File: src/design/prbf_pkg.sv
// Package for the packet ring byte FIFO.
// Holds the item structs, opcode and status codes, FSM state type and the
// command and status structs shared by the controller and the datapath.
package prbf_pkg;

	typedef enum logic [2:0] {
		OP_REWIND   = 3'd0,
		OP_SEND     = 3'd1,
		OP_RECV     = 3'd2,
		OP_PEEK     = 3'd3,
		OP_PKT_CHK  = 3'd4,
		OP_PKT_RECV = 3'd5
	} opcode_t;

	typedef enum logic [1:0] {
		ST_OK    = 2'd0,
		ST_EMPTY = 2'd1,
		ST_NOROOM = 2'd2,
		ST_SMALL = 2'd3
	} status_t;

	typedef enum logic [1:0] {
		CNT_ZERO = 2'd0,
		CNT_SEND = 2'd1,
		CNT_N    = 2'd2,
		CNT_SIZE = 2'd3
	} cnt_sel_t;

	typedef enum logic [3:0] {
		S_IDLE,
		S_DISPATCH,
		S_SEND_WR,
		S_PK_0,
		S_PK_1,
		S_PK_2,
		S_PK_3,
		S_RD_ISSUE,
		S_RD_EMIT,
		S_EMIT1
	} state_t;

	// Largest send in bytes.
	localparam int unsigned MAX_SEND = 8;
	// Results one item may produce.
	localparam int unsigned MAX_RESULTS = 32;

	typedef struct packed {
		logic [2:0]  opcode;
		logic [7:0]  length;
		logic [63:0] send_data;
	} in_item_t;

	typedef struct packed {
		logic [1:0]  status;
		logic [7:0]  count;
		logic [63:0] data_word;
		logic [3:0]  word_bytes;
		logic        last;
		logic [7:0]  fill_level;
		logic [7:0]  free_space;
	} out_item_t;

	typedef struct packed {
		logic     accept;
		logic     rewind;
		logic     send_start;
		logic     wr_byte;
		logic     rd_start;
		logic     rd_issue;
		logic     pk_issue;
		logic     cap_lo;
		logic     cap_hi;
		logic     emit;
		logic     emit_data;
		status_t  status;
		cnt_sel_t cnt_sel;
	} cmd_t;

	typedef struct packed {
		logic [2:0] op;
		logic       fill_zero;
		logic       fill_lt2;
		logic       room;
		logic       len_zero;
		logic       n_zero;
		logic       size_gt_fill;
		logic       size_big;
		logic       left_one;
		logic       left_zero;
		logic       can_issue;
		logic       out_free;
	} sts_t;

endpackage

File: src/design/prbf_req_if.sv
// Input item channel of the packet ring byte FIFO.
// Depends on prbf_pkg for the payload struct.
interface prbf_req_if;
	logic               valid;
	logic               ready;
	prbf_pkg::in_item_t data;

	modport source (output valid, output data, input ready);
	modport sink (input valid, input data, output ready);
endinterface

File: src/design/prbf_rsp_if.sv
// Result item channel of the packet ring byte FIFO.
// Depends on prbf_pkg for the payload struct.
interface prbf_rsp_if;
	logic                valid;
	logic                ready;
	prbf_pkg::out_item_t data;

	modport source (output valid, output data, input ready);
	modport sink (input valid, input data, output ready);
endinterface

File: src/design/prbf_cfg_if.sv
// Configuration write channel of the packet ring byte FIFO.
// Carries the size_log2 register value; no dependencies.
interface prbf_cfg_if;
	logic       valid;
	logic       ready;
	logic [3:0] data;

	modport source (output valid, output data, input ready);
	modport sink (input valid, input data, output ready);
endinterface

File: src/design/prbf_ram.sv
// Generic single-write, single-read RAM with registered read data.
// Standalone; no package dependencies.
module prbf_ram #(
	parameter int unsigned WIDTH = 8,
	parameter int unsigned DEPTH = 256
) (
	input  logic                     clk,
	input  logic                     we,
	input  logic [$clog2(DEPTH)-1:0] waddr,
	input  logic [WIDTH-1:0]         wdata,
	input  logic [$clog2(DEPTH)-1:0] raddr,
	output logic [WIDTH-1:0]         rdata
);
	logic [WIDTH-1:0] mem [DEPTH];

	// Write port and registered read port.
	always_ff @(posedge clk) begin
		if (we) begin
			mem[waddr] <= wdata;
		end
		rdata <= mem[raddr];
	end
endmodule

File: src/design/prbf_dp.sv
// Datapath of the packet ring byte FIFO: pointers, byte store, word packing
// and the result register. Depends on prbf_pkg and prbf_ram.
module prbf_dp #(
	parameter int unsigned CAPACITY       = 256,
	parameter int unsigned BYTES_PER_WORD = 8
) (
	input  logic                clk,
	input  logic                arst_n,
	input  prbf_pkg::cmd_t      cmd,
	output prbf_pkg::sts_t      sts,
	input  prbf_pkg::in_item_t  in_data,
	input  logic                cfg_we,
	input  logic [3:0]          cfg_data,
	output logic                out_valid,
	input  logic                out_ready,
	output prbf_pkg::out_item_t out_data
);
	import prbf_pkg::*;

	localparam int unsigned AW   = $clog2(CAPACITY);
	localparam int unsigned FLOG = $clog2(CAPACITY + 1) - 1;
	localparam int unsigned LIM  = (FLOG < 8) ? FLOG : 8;
	localparam int unsigned WW   = BYTES_PER_WORD * 8;
	localparam int unsigned SW   = $clog2(BYTES_PER_WORD + 1);
	localparam int unsigned MAX_READ = MAX_RESULTS * BYTES_PER_WORD;

	logic [3:0]    size_log2_q;
	logic [7:0]    read_pos_q, write_pos_q;
	logic [7:0]    rd_addr_q, wr_addr_q;
	logic [2:0]    op_q;
	logic [7:0]    len_q;
	logic [63:0]   data_q;
	logic [7:0]    n_q, left_q;
	logic [15:0]   size_q;
	logic [SW-1:0] slot_q, cap_slot_q;
	logic          pend_q;
	logic [WW-1:0] word_q;
	logic          out_valid_q;
	out_item_t     out_q;

	logic [3:0]  s_eff;
	logic [7:0]  mask, fill, free_b, len_c8, limit, n_next;
	logic [3:0]  len_c;
	logic [8:0]  n_a;
	logic [7:0]  rdata;
	logic [AW+7:0] waddr_ext, raddr_ext;
	logic        out_free;
	logic [7:0]  cnt;

	// Effective ring size and occupancy.
	always_comb begin
		s_eff = size_log2_q;
		if (s_eff < 4'd1) begin
			s_eff = 4'd1;
		end
		if (s_eff > 4'(LIM)) begin
			s_eff = 4'(LIM);
		end
		mask   = 8'((9'd1 << s_eff) - 9'd1);
		fill   = (write_pos_q - read_pos_q) & mask;
		free_b = (read_pos_q - write_pos_q - 8'd1) & mask;
	end

	// Clamped send length and read byte count.
	always_comb begin
		len_c  = (len_q > 8'(MAX_SEND)) ? 4'(MAX_SEND) : len_q[3:0];
		len_c8 = {4'd0, len_c};
		limit  = (op_q == OP_PKT_RECV) ? size_q[7:0] : len_q;
		n_a    = {1'b0, (fill < limit) ? fill : limit};
		if (n_a > 9'(MAX_READ)) begin
			n_a = 9'(MAX_READ);
		end
		n_next = n_a[7:0];
	end

	assign out_free = !out_valid_q || out_ready;

	// Status toward the controller.
	always_comb begin
		sts.op           = op_q;
		sts.fill_zero    = (fill == 8'd0);
		sts.fill_lt2     = (fill < 8'd2);
		sts.room         = (free_b >= len_c8);
		sts.len_zero     = (len_c == 4'd0);
		sts.n_zero       = (n_next == 8'd0);
		sts.size_gt_fill = (size_q > {8'd0, fill});
		sts.size_big     = (size_q > {8'd0, len_q}) || (size_q > 16'(MAX_READ));
		sts.left_one     = (left_q == 8'd1);
		sts.left_zero    = (left_q == 8'd0);
		sts.can_issue    = (left_q != 8'd0) && (slot_q < SW'(BYTES_PER_WORD));
		sts.out_free     = out_free;
	end

	// Byte store addresses from ring pointers.
	assign waddr_ext = {{AW{1'b0}}, wr_addr_q};
	assign raddr_ext = {{AW{1'b0}}, rd_addr_q};

	prbf_ram #(.WIDTH(8), .DEPTH(CAPACITY)) u_ram (
		.clk   (clk),
		.we    (cmd.wr_byte),
		.waddr (waddr_ext[AW-1:0]),
		.wdata (data_q[7:0]),
		.raddr (raddr_ext[AW-1:0]),
		.rdata (rdata)
	);

	// Ring pointers and configuration register.
	always_ff @(posedge clk or negedge arst_n) begin
		if (!arst_n) begin
			size_log2_q <= 4'd8;
			read_pos_q  <= 8'd0;
			write_pos_q <= 8'd0;
		end else if (cfg_we) begin
			size_log2_q <= cfg_data;
			read_pos_q  <= 8'd0;
			write_pos_q <= 8'd0;
		end else if (cmd.rewind) begin
			read_pos_q  <= 8'd0;
			write_pos_q <= 8'd0;
		end else begin
			if (cmd.send_start) begin
				write_pos_q <= (write_pos_q + len_c8) & mask;
			end
			if (cmd.rd_start && op_q != OP_PEEK) begin
				read_pos_q <= (read_pos_q + n_next) & mask;
			end
		end
	end

	// Item fields and address walkers.
	always_ff @(posedge clk) begin
		if (cmd.accept) begin
			op_q      <= in_data.opcode;
			len_q     <= in_data.length;
			data_q    <= in_data.send_data;
			rd_addr_q <= read_pos_q;
		end
		if (cmd.send_start) begin
			wr_addr_q <= write_pos_q;
		end
		if (cmd.wr_byte) begin
			wr_addr_q <= (wr_addr_q + 8'd1) & mask;
			data_q    <= data_q >> 8;
		end
		if (cmd.rd_start) begin
			rd_addr_q <= read_pos_q;
			n_q       <= n_next;
		end
		if (cmd.rd_issue || cmd.pk_issue) begin
			rd_addr_q <= (rd_addr_q + 8'd1) & mask;
		end
		if (cmd.cap_lo) begin
			size_q[7:0] <= rdata;
		end
		if (cmd.cap_hi) begin
			size_q[15:8] <= rdata;
		end
		if (cmd.rd_issue) begin
			cap_slot_q <= slot_q;
		end
	end

	// Byte counters and word packing.
	always_ff @(posedge clk or negedge arst_n) begin
		if (!arst_n) begin
			left_q <= 8'd0;
			slot_q <= '0;
			pend_q <= 1'b0;
			word_q <= '0;
		end else begin
			pend_q <= cmd.rd_issue;
			if (cmd.send_start) begin
				left_q <= len_c8;
			end else if (cmd.rd_start) begin
				left_q <= n_next;
				slot_q <= '0;
				word_q <= '0;
			end else if (cmd.wr_byte || cmd.rd_issue) begin
				left_q <= left_q - 8'd1;
			end
			if (cmd.rd_issue) begin
				slot_q <= slot_q + SW'(1);
			end
			if (pend_q) begin
				word_q[cap_slot_q*8 +: 8] <= rdata;
			end
			if (cmd.emit && cmd.emit_data) begin
				slot_q <= '0;
				word_q <= '0;
			end
		end
	end

	// Count field selection.
	always_comb begin
		case (cmd.cnt_sel)
			CNT_SEND: cnt = len_c8;
			CNT_N:    cnt = n_q;
			CNT_SIZE: cnt = size_q[7:0];
			default:  cnt = 8'd0;
		endcase
	end

	// Result register.
	always_ff @(posedge clk or negedge arst_n) begin
		if (!arst_n) begin
			out_valid_q <= 1'b0;
		end else if (cmd.emit) begin
			out_valid_q <= 1'b1;
		end else if (out_ready) begin
			out_valid_q <= 1'b0;
		end
	end

	always_ff @(posedge clk) begin
		if (cmd.emit) begin
			out_q.status     <= cmd.status;
			out_q.count      <= cnt;
			out_q.data_word  <= cmd.emit_data ? 64'(word_q) : 64'd0;
			out_q.word_bytes <= cmd.emit_data ? 4'(slot_q) : 4'd0;
			out_q.last       <= cmd.emit_data ? (left_q == 8'd0) : 1'b1;
			out_q.fill_level <= fill;
			out_q.free_space <= free_b;
		end
	end

	assign out_valid = out_valid_q;
	assign out_data  = out_q;
endmodule

File: src/design/prbf_ctrl.sv
// Controller state machine of the packet ring byte FIFO.
// Depends on prbf_pkg; drives the datapath through cmd_t and reads sts_t.
module prbf_ctrl (
	input  logic           clk,
	input  logic           arst_n,
	input  logic           in_valid,
	output logic           in_ready,
	output prbf_pkg::cmd_t cmd,
	input  prbf_pkg::sts_t sts
);
	import prbf_pkg::*;

	state_t   state_q, state_d;
	status_t  res_st_q, res_st_d;
	cnt_sel_t res_cs_q, res_cs_d;

	// State and latched single-result fields.
	always_ff @(posedge clk or negedge arst_n) begin
		if (!arst_n) begin
			state_q  <= S_IDLE;
			res_st_q <= ST_OK;
			res_cs_q <= CNT_ZERO;
		end else begin
			state_q  <= state_d;
			res_st_q <= res_st_d;
			res_cs_q <= res_cs_d;
		end
	end

	// Next state.
	always_comb begin
		state_d  = state_q;
		res_st_d = res_st_q;
		res_cs_d = res_cs_q;
		unique case (state_q)
			S_IDLE: begin
				if (in_valid) begin
					state_d = S_DISPATCH;
				end
			end
			S_DISPATCH: begin
				state_d  = S_EMIT1;
				res_st_d = ST_OK;
				res_cs_d = CNT_ZERO;
				case (sts.op)
					OP_REWIND: ;
					OP_SEND: begin
						if (!sts.room) begin
							res_st_d = ST_NOROOM;
						end else if (!sts.len_zero) begin
							state_d  = S_SEND_WR;
							res_cs_d = CNT_SEND;
						end
					end
					OP_RECV, OP_PEEK: begin
						if (sts.fill_zero) begin
							res_st_d = ST_EMPTY;
						end else if (!sts.n_zero) begin
							state_d = S_RD_ISSUE;
						end
					end
					OP_PKT_CHK, OP_PKT_RECV: begin
						if (sts.fill_lt2) begin
							res_st_d = ST_EMPTY;
						end else begin
							state_d = S_PK_0;
						end
					end
					default: res_st_d = ST_EMPTY;
				endcase
			end
			S_SEND_WR: begin
				if (sts.left_one) begin
					state_d = S_EMIT1;
				end
			end
			S_PK_0: state_d = S_PK_1;
			S_PK_1: state_d = S_PK_2;
			S_PK_2: state_d = S_PK_3;
			S_PK_3: begin
				state_d  = S_EMIT1;
				res_st_d = ST_OK;
				res_cs_d = CNT_ZERO;
				if (sts.size_gt_fill) begin
					res_st_d = ST_EMPTY;
				end else if (sts.op == OP_PKT_CHK) begin
					res_st_d = ST_OK;
				end else if (sts.size_big) begin
					res_st_d = ST_SMALL;
					res_cs_d = CNT_SIZE;
				end else if (!sts.n_zero) begin
					state_d = S_RD_ISSUE;
				end
			end
			S_RD_ISSUE: begin
				if (!sts.can_issue) begin
					state_d = S_RD_EMIT;
				end
			end
			S_RD_EMIT: begin
				if (sts.out_free) begin
					state_d = sts.left_zero ? S_IDLE : S_RD_ISSUE;
				end
			end
			S_EMIT1: begin
				if (sts.out_free) begin
					state_d = S_IDLE;
				end
			end
			default: state_d = S_IDLE;
		endcase
	end

	// Outputs.
	always_comb begin
		cmd         = '0;
		cmd.status  = res_st_q;
		cmd.cnt_sel = res_cs_q;
		in_ready    = 1'b0;
		unique case (state_q)
			S_IDLE: begin
				in_ready   = 1'b1;
				cmd.accept = in_valid;
			end
			S_DISPATCH: begin
				case (sts.op)
					OP_REWIND: cmd.rewind = 1'b1;
					OP_SEND: cmd.send_start = sts.room && !sts.len_zero;
					OP_RECV, OP_PEEK: cmd.rd_start = !sts.fill_zero;
					default: ;
				endcase
			end
			S_SEND_WR: cmd.wr_byte = 1'b1;
			S_PK_0: cmd.pk_issue = 1'b1;
			S_PK_1: begin
				cmd.pk_issue = 1'b1;
				cmd.cap_lo   = 1'b1;
			end
			S_PK_2: cmd.cap_hi = 1'b1;
			S_PK_3: begin
				cmd.rd_start = !sts.size_gt_fill && sts.op == OP_PKT_RECV
					&& !sts.size_big;
			end
			S_RD_ISSUE: cmd.rd_issue = sts.can_issue;
			S_RD_EMIT: begin
				cmd.emit      = sts.out_free;
				cmd.emit_data = 1'b1;
				cmd.status    = ST_OK;
				cmd.cnt_sel   = CNT_N;
			end
			S_EMIT1: cmd.emit = sts.out_free;
			default: ;
		endcase
	end
endmodule

File: src/design/packet_ring_byte_fifo.sv
// Packet ring byte FIFO top level: request, result and configuration
// channels. Depends on prbf_pkg, the three channel interfaces, prbf_ctrl
// and prbf_dp.
//
// Usage: req carries one command (rewind, send, recv, peek, packet check,
// packet recv). Every command yields one or more transactions on rsp; the
// final one has last set. Read bytes leave packed, up to BYTES_PER_WORD
// per transaction. cfg writes size_log2 and empties the ring; it is always
// ready. The user writes it only while the block is idle; the block
// itself does not enforce this. Timing: the byte store moves one byte per
// cycle while a send is written or a result word is filled. Packet
// operations first fetch the two-byte length prefix. Commands are handled
// one at a time. The result register lets the next command be taken while
// the last result of the previous one waits on rsp. A stalled rsp holds
// the controller until its result register frees.
// Reset empties the ring and sets size_log2 to 8; store contents are
// undefined until written.
module packet_ring_byte_fifo #(
	parameter int unsigned CAPACITY       = 256,
	parameter int unsigned BYTES_PER_WORD = 8
) (
	input logic       clk,
	input logic       arst_n,
	prbf_req_if.sink  req,
	prbf_rsp_if.source rsp,
	prbf_cfg_if.sink  cfg
);
	import prbf_pkg::*;

	cmd_t cmd;
	sts_t sts;

	assign cfg.ready = 1'b1;

	prbf_ctrl u_ctrl (
		.clk      (clk),
		.arst_n   (arst_n),
		.in_valid (req.valid),
		.in_ready (req.ready),
		.cmd      (cmd),
		.sts      (sts)
	);

	prbf_dp #(
		.CAPACITY       (CAPACITY),
		.BYTES_PER_WORD (BYTES_PER_WORD)
	) u_dp (
		.clk       (clk),
		.arst_n    (arst_n),
		.cmd       (cmd),
		.sts       (sts),
		.in_data   (req.data),
		.cfg_we    (cfg.valid),
		.cfg_data  (cfg.data),
		.out_valid (rsp.valid),
		.out_ready (rsp.ready),
		.out_data  (rsp.data)
	);
endmodule

File: src/flat_wrapper.sv
// flat-port wrapper written by rule: the top's interface ports become plain ports
module packet_ring_byte_fifo_flat import prbf_pkg::*;
#(
	parameter int unsigned CAPACITY       = 256,
	parameter int unsigned BYTES_PER_WORD = 8
)
  (clk, arst_n, req_valid, req_data, req_ready, rsp_valid, rsp_data, rsp_ready, cfg_valid, cfg_data, cfg_ready);
  prbf_req_if req_i ();
  prbf_rsp_if rsp_i ();
  prbf_cfg_if cfg_i ();
  input logic clk;
  input logic arst_n;
  input wire logic [$bits(req_i.valid)-1:0] req_valid;
  input wire logic [$bits(req_i.data)-1:0] req_data;
  output wire logic [$bits(req_i.ready)-1:0] req_ready;
  output wire logic [$bits(rsp_i.valid)-1:0] rsp_valid;
  output wire logic [$bits(rsp_i.data)-1:0] rsp_data;
  input wire logic [$bits(rsp_i.ready)-1:0] rsp_ready;
  input wire logic [$bits(cfg_i.valid)-1:0] cfg_valid;
  input wire logic [$bits(cfg_i.data)-1:0] cfg_data;
  output wire logic [$bits(cfg_i.ready)-1:0] cfg_ready;
  assign req_i.valid = req_valid;
  assign req_i.data = req_data;
  assign req_ready = req_i.ready;
  assign rsp_valid = rsp_i.valid;
  assign rsp_data = rsp_i.data;
  assign rsp_i.ready = rsp_ready;
  assign cfg_i.valid = cfg_valid;
  assign cfg_i.data = cfg_data;
  assign cfg_ready = cfg_i.ready;
  packet_ring_byte_fifo #(.CAPACITY(CAPACITY), .BYTES_PER_WORD(BYTES_PER_WORD)) u_core (.clk(clk), .arst_n(arst_n), .req(req_i), .rsp(rsp_i), .cfg(cfg_i));
endmodule
File: config.mk
export PLATFORM = sky130hd
export DESIGN_NAME = packet_ring_byte_fifo_flat
export DESIGN_NICKNAME = d
export VERILOG_FILES = /design/src/design/prbf_pkg.sv /design/src/design/prbf_req_if.sv /design/src/design/prbf_rsp_if.sv /design/src/design/prbf_cfg_if.sv /design/src/design/prbf_ram.sv /design/src/design/prbf_dp.sv /design/src/design/prbf_ctrl.sv /design/src/design/packet_ring_byte_fifo.sv /design/src/flat_wrapper.sv
export SDC_FILE = /design/constraint.sdc
export NUM_CORES = 2
export LEC_CHECK = 0
export BUFFER_PORTS_ARGS = -buffer_cell sky130_fd_sc_hd__buf_2
export CAP_MARGIN = 25
export CORE_AREA = 10 10 542 544
export DETAILED_ROUTE_END_ITERATION = 6
export DIE_AREA = 0 0 552 554
export SLEW_MARGIN = 20
export SYNTH_ARGS = -nofsm -noshare
export SYNTH_HDL_FRONTEND = slang
export SYNTH_SLANG_ARGS = --single-unit
File: constraint.sdc
create_clock -name clk -period 4.9 [get_ports clk]
set_clock_uncertainty 0.1 [all_clocks]
set_input_delay 0.735 -clock clk [delete_from_list [all_inputs] [get_ports clk]]
set_output_delay 0.735 -clock clk [all_outputs]
set_load 0.01 [all_outputs]
== Yosys cells after proc, flatten, opt, wreduce, memory -nomap -nowiden ==
Memories as Yosys holds them, arrays and structs flattened. A register that Yosys moved wholly into a read port is not among the register bits.
Cells that the tools add are included.

* Register bits after elaboration: 320
* Memories kept: 1
* Word-level logic and storage cells: 201
* Input bits: 84
* Output and inout bits: 98
* RAM bits: 2048

* Bitwise logic cells: 6
* Eq/ne operators: 25
* Reductions and logical operators: 37
* Order comparisons: 11
* Multiplexer cells: 79
* Shift-type cells: 3
* Add/sub/neg operators: 11

{| class="wikitable"
|+ Memory list
! name !! depth !! width !! read ports !! clocked after memory_dff !! wr ports !! RTL line !! source
|-
| u_core.u_dp.u_ram.mem || 256 || 8 || 1 || 1 || 1 || prbf_ram.sv:14 || <nowiki>logic [WIDTH-1:0] mem [DEPTH];</nowiki>
|}

{| class="wikitable"
|+ Operators with widths
! cell !! count
|-
| $mux W64 || 4
|-
| $mux W8 || 17
|-
| $mux W56 || 2
|-
| $mux W4 || 20
|-
| $bwmux W64 || 1
|-
| $shift A8 B34 Y64 const A || 1
|-
| $shiftx A8 B34 Y64 || 1
|-
| $and A8 B8 Y8 || 6
|-
| $pmux W4 S10 || 1
|-
| $neg A7 Y34 || 1
|-
| $gt A16 B8 Y1 || 2
|-
| $logic_not A8 Y1 || 3
|-
| $pmux W8 S3 || 1
|-
| $sub A8 B1 Y8 const B || 3
|-
| $mux W1 || 20
|-
| $add A8 B1 Y8 const B || 2
|-
| $eq A4 B3 Y1 const B || 4
|-
| $gt A16 B9 Y1 const B || 1
|-
| $sub A8 B8 Y8 || 2
|-
| $reduce_bool A3 Y1 || 5
|-
| $mux W2 || 6
|-
| $pmux W4 S3 || 1
|-
| $gt A8 B9 Y1 const B || 1
|-
| $add A8 B4 Y8 || 1
|-
| 38 further kinds || 66
|}

== Depth between registers and ports, before layout ==
* Word-level depth: 17
* Depth in mapped cells: 26
* Depth with buffers taken out: 25

== Hierarchy ==
From an unflattened synthesis, not the netlist that was laid out.

* Cell total of the unflattened synthesis: 5057
* Area total of the unflattened synthesis: 95052.4 um^2

{| class="wikitable"
|+ By module, submodules not included
! module !! cells each !! seq. area each (um^2) !! area an instance (um^2) !! instances
|-
| prbf_ram || 3733 || 61659.1 || 79556.3 || 1
|-
| prbf_dp || 1224 || 8799.7 || 14745.4 || 1
|-
| prbf_ctrl || 98 || 200.2 || 739.5 || 1
|-
| packet_ring_byte_fifo || 2 || 0.0 || 11.3 || 1
|}

== Least setup slack after synthesis ==
Ideal clock, no wire load.

* Path type: register -> register
* Start point: register u_core.u_dp.write_pos_q[0]
* End point: register u_core.u_dp.read_pos_q[7]
* Setup time: 104 ps
* Required time: 4696 ps
* Arrival: 5151 ps
* Buffers on the path: 1
* Clock period less this slack: 5355 ps
* Path slack: -455 ps
* Stages on the path, launching flop included: 26
* Cell sequence: dfrtp_1 inv_1 ha_1 inv_1 fa_1 a211oi_2 nor3b_1 nor4b_1 o31ai_4 inv_1 ha_1 a21oi_1 a21boi_0 nor4_4 clkbuf_1 nor2_1 a21oi_1 ha_1 a21o_1 a21oi_1 o21bai_1 a2111oi_0 or3_1 xnor2_1 or4_1 o311ai_1

* Longest elaborated chain between the ends: 11
* Elaborated cells between the ends (all ways): 21
* Those cells by class: 2 x add/sub; 3 x order compare; 7 x mux; 2 x bitwise; 7 x reduce/logical

{| class="wikitable"
|+ RTL lines
! element !! RTL line !! source
|-
| start, declared || prbf_dp.sv:28 || <nowiki>logic [7:0] read_pos_q, write_pos_q;</nowiki>
|-
| start signal, assigned || prbf_dp.sv:122 || <nowiki>write_pos_q <= (write_pos_q + len_c8) & mask;</nowiki>
|-
| $sub A8 B8 Y8 (*) || prbf_dp.sv:60 || <nowiki>fill = (write_pos_q - read_pos_q) & mask;</nowiki>
|-
| $and A8 B8 Y8 (*) || prbf_dp.sv:60 ||
|-
| net u_core.u_dp.fill[6] || prbf_dp.sv:42 || <nowiki>logic [7:0] mask, fill, free_b, len_c8, limit, n_next;</nowiki>
|-
| $lt A8 B8 Y1 || prbf_dp.sv:69 || <nowiki>n_a = {1'b0, (fill < limit) ? fill : limit};</nowiki>
|-
| $mux W8 (*) || prbf_dp.sv:69 ||
|-
| $gt A8 B9 Y1 || prbf_dp.sv:70 || <nowiki>if (n_a > 9'(MAX_READ)) begin</nowiki>
|-
| $mux W8 (*) || prbf_dp.sv:70 ||
|-
| net u_core.u_dp.n_a[0] || prbf_dp.sv:44 || <nowiki>logic [8:0] n_a;</nowiki>
|-
| $add A8 B8 Y8 (*) || prbf_dp.sv:125 || <nowiki>read_pos_q <= (read_pos_q + n_next) & mask;</nowiki>
|-
| $and A8 B8 Y8 (*) || prbf_dp.sv:125 ||
|-
| $mux W8 (*) || prbf_dp.sv:124 || <nowiki>if (cmd.rd_start && op_q != OP_PEEK) begin</nowiki>
|-
| $mux W8 (*) || prbf_dp.sv:117 || <nowiki>end else if (cmd.rewind) begin</nowiki>
|-
| $mux W8 (*) || prbf_dp.sv:113 || <nowiki>end else if (cfg_we) begin</nowiki>
|-
| end signal, assigned || prbf_dp.sv:125 ||
|-
| end, declared || prbf_dp.sv:28 ||
|}

Mark *: on every way through the listed nets, which the timed path passes. The rest lies on a longest branch. The select of a mux whose other input is x is not followed.
A chain may end at the register's enable or synchronous reset.

== Worst setup path after layout ==
Same ends and word-level chain as after synthesis.

==> metrics.md <==
| Metric | Value |
|---|---|
| GRT Overall Usage | about 16% |
| Placer Congestion | a little under 0.9 |
| Critical path startpoint category | flop |
| Routed WL | 250500 µm |
| Placed inst area | 0.1031 mm² |
| Post-Syn Area | ~0.096 mm² |
| Vias | ~53000 |
| Die footprint | about 0.3 mm² |
| PwrDens | 505.7 mW/mm² |
| DRC viols | 0 |
| First-pass GRT wire length | 368400 µm |
| Synth Flop Type | edfxtp_1 |
| Failing checks | negative setup slack |
| Number of max-cap violations | 0 |
| Cell area after layout | around 0.11 mm² |
| Hold crit path type | in -> reg |
| Delay-heaviest family, CP | compound AO/OA/AOI/OAI gates |
| Setup-failing EPs final | 2 |
| Critical Path RT | between 5 and 6 ns |
| Critical Path Max Stage Delay | between 0.4 and 0.5 ns |
| Final hold viol count | 0 |
| Netlist cell types | just over 90 |
| Number of synthesized flops with an enable pin | approximately 2300 |
| Post-synth ARST share | under 10% |
| Area grow syn2layout | 15.87% |
| Die X | around 550 µm |
| Vias per cell | ~5.4 |
| Crit-path most repeated cell | inv_2 |
| Min cycle time layout | approximately 5 ns |
| Max Clk Rate | 194.9 MHz |
| RSZ-0062 raised after global routing | yes |
| Total negative setup slack | -0.3452 ns |
| Dpl hpwl | around 150000 µm |
| CP Max Fanout | 3 |
| I/O Buffers | 180 |
| Total chip power | roughly 56000 µW |
| Crit-path slowest cell | or4_1 |
| Initial Util | about a third |
| Worst skew pair latency | roughly 0.85 ns |
| Crit path cell chain | inv_2 -> ha_4 -> inv_2 -> fa_2 -> a211oi_4 -> nor3b_4 -> and2_4 -> o31ai_4 -> inv_2 -> ha_4 -> nand4_1 -> a211oi_4 -> nor4_4 -> buf_4 -> mux2i_4 -> ha_1 -> a21o_1 -> a21oi_2 -> o21bai_1 -> a2111oi_1 -> or3_1 -> xnor2_1 -> or4_1 -> o311ai_1 |
| Clock sink total | between 2000 and 2500 |
| Critical setup path kind | reg -> reg |
| CTS tree | built |
| Row count | slightly below 200 |
| Pre-CTS setup slack | -0.3799 ns |
| Worst endpoint data arrival time | ~5.8 ns |
| Final Non-Filler Cells | around 10000 |
| Share of layout cells above drive strength 1 | roughly a fifth |
| IR drop worst, VDD | 0.4702 mV |
| Final period utilization | 104.7% |
| Final #Nets | slightly above 6000 |
| Area of the core | 0.2835 mm² |
| Clock buffer depth | 3 |
| H-tree depth | 4 |
| Slew margin rel. | 28.89% |
| Drt first pass iters | 6 |
| Vias in the first global route | about 53000 |
| Most utilized layer in the global route result | met2 |
| Die height | about 550 µm |
| Cells after DPL | between 9000 and 10000 |
| Crit path buf inv count | 4 |
| Nature of the critical path endpoint | flop |
| Worst-Margin Slew | 1.065 ns |
| Final worst slack | -0.2316 ns |
| Root Buffer | clkbuf_16 |
| Met2 global-route usage | 24.71% |
| GR Util met3 | under 10% |
| Leak pwr | around 0.037 µW |
| Synth Area per Inst | around 17 µm² |
| Status | finished with violations |
| Clk pin slew, worst setup/hold paths | 0.06 ns |
| Io pins | between 150 and 200 |
| CTS Buf Count | roughly 230 |
| Post-DR wirelength/cell | around 25 µm |
| Grt ovf | 0 |
| Synthesized flop and latch total | about 2400 |
| Seq/Total Area, Yosys | 73.71% |
| Cells after Synth | around 5500 |
| Max-slew violations | 0 |
| Initial DRC Count | about 6000 |
| Antenna-violating nets left | 0 |
| Antenna violations before repair | 9 |
| M1 GR Usage | 22.80% |
| Syn. warnings | 0 |
| Pin count of the biggest net entering global routing | between 150 and 200 |
-- cell type report --
| type | instances | area (µm²) |
|---|---|---|
| fill | 25700 | 172400 |
| sequential | 2376 | 70660 |
| multi-input combinational | 2758 | 23580 |
| clock buffer | 308 | 6118 |
| tap | 3762 | 4707 |
| timing repair buffer | 580 | 4532 |
| clock inverter | 111 | 1209 |
| inverter | 63 | 242.7 |
| antenna | 8 | 20.02 |
-- tightest hold or removal path, cell delays in order --
cell	delay (ns)
buf_2	0.07
nand2_1	0.04
nand2_1	0.06
-- repair_timing --
| item | 4_1_cts | 5_1_grt |
|---|---|---|
| cloned | 0 | 1 |
| hold buffers | 23 | 0 |
| pin swaps | 27 | 29 |
| hold endpoints to repair | 89 | 0 |
| endpoints found under the setup margin | 3 | 14 |
| setup buffers | 14 | 2 |
| gates resized for setup | 21 | 10 |
-- path summary, 6_finish.rpt --
check	start	end	slack (ns)	depth (start not counted)
max	u_core.u_dp.write_pos_q[0]	u_core.u_dp.read_pos_q[7]	-0.23	24
min	req_data[3]	u_core.u_dp.data_q[3]	0.06	3
max reg2reg	u_core.u_dp.write_pos_q[0]	u_core.u_dp.read_pos_q[7]	-0.23	24
min reg2reg	u_core.u_dp.data_q[61]	u_core.u_dp.data_q[61]	0.36	2
max in group asynchronous	arst_n	u_core.u_dp.word_q[50]	3.27	4
min in group asynchronous	arst_n	u_core.u_ctrl.res_st_q[1]	0.29	2
-- synthesized netlist by cell type (17+ instances only) --
| cell | number | area [µm²] |
|---|---|---|
| a211oi_1 | 81 | 608.1 |
| a21oi_1 | 108 | 540.5 |
| a22o_1 | 44 | 385.4 |
| and3_1 | 82 | 513.0 |
| buf_1 | 21 | 78.83 |
| buf_2 | 33 | 165.2 |
| buf_4 | 66 | 495.5 |
| buf_6 | 20 | 225.2 |
| clkbuf_1 | 197 | 739.5 |
| dfrtp_1 | 105 | 2628 |
| edfxtp_1 | 2254 | 67680 |
| ha_1 | 69 | 863.3 |
| inv_1 | 59 | 221.5 |
| mux2i_1 | 487 | 4875 |
| mux4_2 | 283 | 6374 |
| nand2_1 | 427 | 1603 |
| nand2b_1 | 20 | 125.1 |
| nand3_1 | 57 | 285.3 |
| nor2_1 | 341 | 1280 |
| nor2b_1 | 25 | 156.4 |
| nor3_1 | 35 | 175.2 |
| nor4_1 | 23 | 143.9 |
| o21ai_0 | 65 | 325.3 |
| o221ai_1 | 229 | 2006 |
| o22ai_1 | 137 | 857.1 |
| xnor2_1 | 17 | 148.9 |
-- flip-flops by register name, indices dropped and copies added, names as in the netlist, 16 cells and up --
register,cells
u_core.u_dp.data_q,64
u_core.u_dp.out_data,95
u_core.u_dp.u_ram.mem,2048
u_core.u_dp.word_q,64
u_core.u_dp.size_q,16
-- through the flow --
stage	utilization, %	hold WS [ns]
final	39.18	0.05898
after global routing	39.17	0.02752
after CTS	39.11	0.001296
after detailed placement	36.38	0.3506
after global placement	36.38	0.3461
after floorplan	-	0.3366
-- placed cells by master, fill, tap and decap left out, types with 13 or more instances in the layout --
cell type      instances
nand2b_1              18
mux2i_1              485
dfxtp_1               16
nor2b_1               24
dlygate4sd3_1         23
o221ai_1             229
o22ai_1              137
a211o_1               14
buf_4                332
edfxtp_1            2254
ha_1                  64
xor2_1                13
and2_1                13
o211ai_1              13
nand2_1              425
a22o_1                44
and3_1                82
xnor2_1               15
mux4_2               283
clkbuf_1              71
a211oi_1              81
dfrtp_1              105
clkbuf_16            230
clkinv_1              48
nor4_1                23
buf_2                179
bufinv_16             18
nand4_1               16
buf_12                41
a21oi_1              100
o31ai_1               15
nand3_1               41
nor3_1                32
inv_1                 55
nand3_2               16
o21ai_0               65
nor2_1               339
clkinv_2              25
-- cells by family (layout without fill, tap and decap cells) --
kind of cell	count (synthesis)	in the layout	share of synthesized area (%)
DFF	2376	2376	73.71
muxes	780	780	11.86
buffers and inverters	401	1062	2.040
and+or+nand+nor	1087	1087	5.093
adders and majority gates	72	72	0.9633
other	1	10	0.003912
AOI/OAI and AO/OA	785	786	6.037
xor gates and xnor gates	31	31	0.2911
-- power by group --
group          internal [µW]  total [µW]  switching (µW)
Sequential             24300       24900             605
Combinational           4880       14100            9220
Clock                   9700       17200            7510
-- metal layers --
metal	share of wire, %	vias to the layer above	routed length (µm)
met1	44	27580	109700
met2	46	2234	115600
met4	2.2	0	5567
li1	-	23170	-
met3	7.8	331	19600
met5	0	-	0
Note: power is estimated with default switching activity, not from simulation.
